## config.mk

```make
export PLATFORM = sky130hd
export DESIGN_NAME = build_stamp_compare_unit
export DESIGN_NICKNAME = d
export VERILOG_FILES = /design/src/bsc_pkg.sv /design/src/build_stamp_compare_unit.sv
export SDC_FILE = /design/constraint.sdc
export NUM_CORES = 1
export LEC_CHECK = 0
export BUFFER_PORTS_ARGS = -buffer_cell sky130_fd_sc_hd__buf_2
export CAP_MARGIN = 25
export CORE_ASPECT_RATIO = 2
export CORE_MARGIN = 5
export CORE_UTILIZATION = 37
export CTS_CLUSTER_SIZE = 28
export DETAILED_ROUTE_END_ITERATION = 8
export PLACE_DENSITY_LB_ADDON = 0.05
export SYNTH_ARGS = -nofsm -noshare
export SYNTH_HDL_FRONTEND = slang
export SYNTH_SLANG_ARGS = --single-unit
```

## constraint.sdc

```tcl
create_clock -name clk -period 3.3 [get_ports clk]
set_input_delay 0.33 -clock clk [delete_from_list [all_inputs] [get_ports clk]]
set_output_delay 0.33 -clock clk [all_outputs]
set_load 0.01 [all_outputs]
```

## src/bsc_pkg.sv

```systemverilog
`timescale 1ns / 1ps
`default_nettype none

package bsc_pkg;

	// Signed ordering codes on newer_order
	localparam logic signed [1:0] ORDER_EQUAL   = 2'sb00;
	localparam logic signed [1:0] ORDER_A_NEWER = 2'sb01;
	localparam logic signed [1:0] ORDER_B_NEWER = 2'sb11;

	localparam logic [7:0] CHAR_SPACE = 8'h20;
	localparam logic [7:0] CHAR_COLON = 8'h3a;
	localparam logic [7:0] CHAR_ZERO  = 8'h30;
	localparam logic [7:0] CHAR_NINE  = 8'h39;

	localparam logic [15:0] YEAR_MIN_BCD = 16'h1970;
	localparam logic [6:0]  DAY_MAX      = 7'd31;
	localparam logic [6:0]  HOUR_MAX     = 7'd23;
	localparam logic [3:0]  TENS_MAX_MS  = 4'd5;

	// Date key: year as BCD, month 1..12, day 1..31; sorts in calendar order
	typedef struct packed {
		logic        ok;
		logic [24:0] key;
	} date_t;

	// Time key: hh mm ss as BCD; sorts in time order once validated
	typedef struct packed {
		logic        ok;
		logic [23:0] key;
	} clock_t;

	function automatic logic is_digit(input logic [7:0] c);
		return (c >= CHAR_ZERO) && (c <= CHAR_NINE);
	endfunction

	function automatic logic [3:0] month_num(input logic [23:0] name);
		logic [3:0] m;
		unique case (name)
			"Jan":   m = 4'd1;
			"Feb":   m = 4'd2;
			"Mar":   m = 4'd3;
			"Apr":   m = 4'd4;
			"May":   m = 4'd5;
			"Jun":   m = 4'd6;
			"Jul":   m = 4'd7;
			"Aug":   m = 4'd8;
			"Sep":   m = 4'd9;
			"Oct":   m = 4'd10;
			"Nov":   m = 4'd11;
			"Dec":   m = 4'd12;
			default: m = 4'd0;
		endcase
		return m;
	endfunction

	function automatic date_t date_parse(input logic [63:0] head, input logic [23:0] tail);
		date_t      d;
		logic [3:0] mon;
		logic [3:0] tens;
		logic [6:0] day;
		logic       day_ok;
		logic       year_ok;
		logic [15:0] year;
		mon  = month_num(head[63:40]);
		// A leading space on the day counts as a zero tens digit
		tens = (head[31:24] == CHAR_SPACE) ? 4'd0 : head[27:24];
		day  = 7'(tens) * 7'd10 + 7'(head[19:16]);
		day_ok = is_digit(head[23:16]) &&
			((head[31:24] == CHAR_SPACE) || is_digit(head[31:24])) &&
			(day != 7'd0) && (day <= DAY_MAX);
		year    = {head[3:0], tail[19:16], tail[11:8], tail[3:0]};
		year_ok = is_digit(head[7:0]) && is_digit(tail[23:16]) &&
			is_digit(tail[15:8]) && is_digit(tail[7:0]) && (year >= YEAR_MIN_BCD);
		d.ok  = (mon != 4'd0) && (head[39:32] == CHAR_SPACE) &&
			(head[15:8] == CHAR_SPACE) && day_ok && year_ok;
		d.key = {year, mon, day[4:0]};
		return d;
	endfunction

	function automatic clock_t clock_parse(input logic [63:0] text);
		clock_t     t;
		logic [6:0] hour;
		logic       chars_ok;
		chars_ok = is_digit(text[63:56]) && is_digit(text[55:48]) &&
			(text[47:40] == CHAR_COLON) && is_digit(text[39:32]) &&
			is_digit(text[31:24]) && (text[23:16] == CHAR_COLON) &&
			is_digit(text[15:8]) && is_digit(text[7:0]);
		hour  = 7'(text[59:56]) * 7'd10 + 7'(text[51:48]);
		t.ok  = chars_ok && (hour <= HOUR_MAX) &&
			(text[35:32] <= TENS_MAX_MS) && (text[11:8] <= TENS_MAX_MS);
		t.key = {text[59:56], text[51:48], text[35:32], text[27:24],
			text[11:8], text[3:0]};
		return t;
	endfunction

endpackage

`default_nettype wire

```

## src/build_stamp_compare_unit.sv

```systemverilog
`timescale 1ns / 1ps
`default_nettype none

// Build stamp comparator.
// Command channel: raise start with both stamps (date head/tail and clock
// text, ASCII, first character in the top byte) on the input ports; the
// beat is taken at the rising edge where start is high and busy is low.
// busy is always low, so a new beat may be issued in every cycle.
// Result channel: done pulses for one cycle with newer_order on the ports:
// +1 when stamp A is newer, -1 when stamp B is newer, 0 when equal or
// when a needed field fails to parse (times count only on equal dates).
// A taken beat passes the input register, then the result register,
// before done shows its result. Throughput: one beat per cycle, set by
// the input register and the result register around a single parse and
// compare stage.
// Reset: arst_n clears the valid flags at once; no stale result appears.
// The receiver cannot stall: each result is shown for exactly one cycle
// and must be taken then.

module build_stamp_compare_unit
	import bsc_pkg::*;
(
	input  wire logic               clk,
	input  wire logic               arst_n,
	input  wire logic               start,
	output logic                    busy,
	input  wire logic [63:0]        a_date_head,
	input  wire logic [23:0]        a_date_tail,
	input  wire logic [63:0]        a_clock_text,
	input  wire logic [63:0]        b_date_head,
	input  wire logic [23:0]        b_date_tail,
	input  wire logic [63:0]        b_clock_text,
	output logic                    done,
	output logic signed [1:0]       newer_order
);

	// Input register stage
	logic        valid_s1;
	logic [63:0] a_date_head_s1;
	logic [23:0] a_date_tail_s1;
	logic [63:0] a_clock_text_s1;
	logic [63:0] b_date_head_s1;
	logic [23:0] b_date_tail_s1;
	logic [63:0] b_clock_text_s1;

	// Result register stage
	logic              valid_s2;
	logic signed [1:0] order_s2;

	date_t             a_date;
	date_t             b_date;
	clock_t            a_clock;
	clock_t            b_clock;
	logic signed [1:0] order;

	// Never stall the command side: both stages advance every cycle
	assign busy = 1'b0;

	always_ff @(posedge clk or negedge arst_n) begin
		if (!arst_n) begin
			valid_s1 <= 1'b0;
			valid_s2 <= 1'b0;
		end else begin
			valid_s1 <= start && !busy;
			valid_s2 <= valid_s1;
		end
	end

	// Payload: capture only on an accepted beat, hold otherwise
	always_ff @(posedge clk) begin
		if (start && !busy) begin
			a_date_head_s1  <= a_date_head;
			a_date_tail_s1  <= a_date_tail;
			a_clock_text_s1 <= a_clock_text;
			b_date_head_s1  <= b_date_head;
			b_date_tail_s1  <= b_date_tail;
			b_clock_text_s1 <= b_clock_text;
		end
	end

	always_comb begin
		a_date  = date_parse(a_date_head_s1, a_date_tail_s1);
		b_date  = date_parse(b_date_head_s1, b_date_tail_s1);
		a_clock = clock_parse(a_clock_text_s1);
		b_clock = clock_parse(b_clock_text_s1);
	end

	// Dates decide first; the clock text only breaks a tie between valid dates
	always_comb begin
		priority if (!(a_date.ok && b_date.ok)) begin
			order = ORDER_EQUAL;
		end else if (a_date.key > b_date.key) begin
			order = ORDER_A_NEWER;
		end else if (a_date.key < b_date.key) begin
			order = ORDER_B_NEWER;
		end else if (!(a_clock.ok && b_clock.ok)) begin
			order = ORDER_EQUAL;
		end else if (a_clock.key > b_clock.key) begin
			order = ORDER_A_NEWER;
		end else if (a_clock.key < b_clock.key) begin
			order = ORDER_B_NEWER;
		end else begin
			order = ORDER_EQUAL;
		end
	end

	always_ff @(posedge clk) begin
		if (valid_s1) begin
			order_s2 <= order;
		end
	end

	assign done        = valid_s2;
	assign newer_order = order_s2;

endmodule

`default_nettype wire

```

==> results.sh <==
export IMPL_hold_viol=0
export IMPL_grt_util_all_layers=0.189
export IMPL_synth_top_area_share=0.705
export IMPL_synthTopCellsByArea="edfxtp_1 (70%), ha_1 (6.9%), inv_1 (1.8%)"
export IMPL_io_buffers=309
export IMPL_clk_path_buf_depth=3
export IMPL_io_pins=311
export IMPL_seqCellArea_um2=9240
export IMPL_worstSetupPathType="reg -> reg"
export IMPL_r2r_start="b_date_head_s1[49]"
export IMPL_die_y_um=275
export IMPL_syn_avg_cell_area_um2=15.6
export IMPL_dr_first_iter_drc_count=353
export IMPL_power_clock_fraction=0.340
export IMPL_synthDistinctLibCells=73
export IMPL_first_global_vias=10900
export IMPL_final_antenna_net_count=0
export IMPL_antenna_found_initial=5
export IMPL_cp_max_fo=3
export IMPL_r2r_end="newer_order[1]"
export IMPL_drive_gt1_frac=0.281
export IMPL_cts_root_buf="clkbuf_16"
export IMPL_finalSetupViolCount=2
export IMPL_grt_ovfl_total=0
export IMPL_seq_power_share=0.523
export IMPL_synthCells=837
export IMPL_arrival_ps=3750
export IMPL_reg2reg_depth=12
export IMPL_combPwrFrac=0.138
export IMPL_synth_fp_nets=1224
export IMPL_p_leak_uw=0.00784
export IMPL_synth_common_cells="edfxtp_1 (306), ha_1 (72), inv_1 (62), o21ai_0 (39), nand4_1 (34)"
export IMPL_fmax_ghz=0.290
export IMPL_ir_drop_uv=487
export IMPL_setup_ws_ps=-150
export IMPL_wl_um=38400
export IMPL_start_util=0.373
export IMPL_clock_sinks=308
export IMPL_skew_ps=11.3
export IMPL_num_vias=9711
export IMPL_hold_path_class="in -> async"
export IMPL_syn2layout_area_growth_pct=50.1
export IMPL_fp_dieArea_um2=39300
export IMPL_fillers=2890
export IMPL_p_int_uw=7040
export IMPL_num_rows=97
export IMPL_tightest_slew_ps=794
export IMPL_dp_hpwl_um=28200
export IMPL_dieWidth_um=143
export IMPL_grt_pass1_wl_um=56400
export IMPL_final_max_slew_viol_count=0
export IMPL_fin_crit_sh=1.05
export IMPL_dr_pass1_iters=4
export IMPL_multi_input_comb_area_um2=3630
export IMPL_ff2ff_setup_slack_ps=-150
export IMPL_swShare=0.234
export IMPL_startpoint_type="flip-flop"
export IMPL_clkSlewWorstSetupHoldPaths_ps=70
export IMPL_violations="negative setup slack"
export IMPL_yosysWarnings=0
export IMPL_cts_tree="yes"
export IMPL_drc=0
export IMPL_synth_top_cell_by_area="edfxtp_1"
export IMPL_status="complete, but fails checks"
export IMPL_layout_min_cycle_time_ps=3450
export IMPL_synth_seq_area_share=0.709
export IMPL_switchingPower_uw=2160
export IMPL_async_reset_ff_frac=0.00649
export IMPL_gp_congestion=0.881
export IMPL_syn_cell_area_um2=13000
export IMPL_design_core_area_um2=35000
export IMPL_place_ws_ps=-235
export IMPL_vias_per_cell=4.86
export IMPL_wl_per_cell_um=19.2
export IMPL_yosys_register_bits=308
export IMPL_cts_buffers=28
export IMPL_drv_cap=0
export IMPL_synth_top_flop_cell="edfxtp_1"
export IMPL_grt_max_degree=101
export IMPL_whs_ps=76.0
export IMPL_clkLatencyLatePin_ps=550
export IMPL_power_density_nw_per_um2=470
export IMPL_slew_headroom=0.471
export IMPL_layout_nets=1916
export IMPL_cp_required_ps=3600
export IMPL_yosysMostFrequentCell="edfxtp_1"
export IMPL_grt_setup_unrepaired="yes"
export IMPL_synth_edf_count=306
export IMPL_end_kind="flip-flop"
export IMPL_htreeDepth=1
export IMPL_p_total_uw=9200
## area by class of cell
type                    instances  area share
diodes                          5    0.000639
multi-input cells             461       0.185
clock buffers                  37      0.0386
well taps                     445      0.0285
clock inverters                13     0.00556
flip-flops and latches        308       0.472
repair buffers                668       0.258
inverters                      62      0.0119
## registers in the layout, summed over array words and instances (netlist names)
signal	count
a_date_tail_s1	24
b_date_head_s1	64
a_date_head_s1	64
b_date_tail_s1	24
a_clock_text_s1	64
valid_s1	1
b_clock_text_s1	64
done	1
newer_order	2
## metal layers
metal	GRT usage	share of wire	vias to the layer above
met5	0	0	-
met4	0.0879	0.044	0
met3	0.0279	0.043	88
met2	0.403	0.61	299
met1	0.162	0.30	4640
li1	-	-	4684
## power groups by stage
stage / Combinational [uW] / Sequential (uW) / Clock, uW
global route: 1400 / 4840 / 3380
detailed placement: 954 / 4890 / 0
floorplan: 490 / 4840 / 0
finish: 1270 / 4810 / 3130
CTS: 1270 / 4810 / 3230
global placement: 947 / 4890 / 0
## cell families after synthesis
family          count (synthesis)  share of synthesized area
fa+ha+maj                      80                     0.0814
other cells                     1                   0.000288
flops                         308                      0.709
mux                             1                   0.000768
buf+inv                        68                     0.0199
xor+xnor                       13                    0.00873
compound gates                113                     0.0546
simple gates                  253                      0.126
## metrics by stage
step	cell area [um2]	util	instances	setup TNS [ps]
floorplan	13000	-	837	0
global placement	15500	0.444	1633	-389
detailed placement	15500	0.444	1633	-415
CTS	19500	0.557	1991	-199
global route	19600	0.560	1999	-501
finish	19600	0.560	1999	-251
## critical path: stages (launching register included)
cell      delay, ps
edfxtp_1        410
or3_1           410
or4_4           540
or2_4           260
o311a_1         330
o311a_1         140
ha_1            320
o21a_1          120
nor2_1           40
o311a_1         270
o31a_2          120
a41oi_2         170
nor2_1           60
## how the worst max path moves through the flow
stage | depth (start not counted) | from | end | slack, ps
CTS | 13 | a_date_head_s1[61] | newer_order[1] | -120
floorplan | 13 | b_date_head_s1[63] | newer_order[1] | 30
detailed placement | 13 | b_date_head_s1[63] | newer_order[1] | -230
global route | 13 | b_date_head_s1[63] | newer_order[1] | -270
global placement | 13 | b_date_head_s1[63] | newer_order[1] | -210
finish | 12 | b_date_head_s1[49] | newer_order[1] | -150
## layout by cell type (no fill, tap or decap), types with 5 or more instances in the layout
master / count
inv_1: 62
nor4bb_1: 10
and2_1: 5
diode_2: 5
nor2b_1: 10
clkinv_2: 6
buf_2: 308
buf_4: 52
clkbuf_1: 7
clkbuf_16: 28
nand2b_1: 9
nand2_1: 28
ha_1: 71
nand4_1: 34
fa_1: 8
nor2_1: 27
o21ai_0: 39
a21o_1: 10
nor4b_1: 16
a211oi_1: 5
xnor2_1: 8
nand3b_1: 5
xor2_1: 5
a21oi_1: 24
dlygate4sd3_1: 305
nor3_1: 17
edfxtp_1: 306
nand3_1: 15
nand4b_1: 11
nor4_1: 18
## timing repair
| action | in CTS | in global routing |
|---|---|---|
| hold buffers | 305 | 0 |
| hold endpoints to repair | 306 | 0 |
| endpoints found under the setup margin | 2 | 2 |
| resized for setup | 6 | 10 |
| pin swaps | 5 | 5 |
| buffers inserted | 3 | 3 |
| gates cloned | 0 | 0 |
No activity file was read; power rests on OpenSTA's default activity.
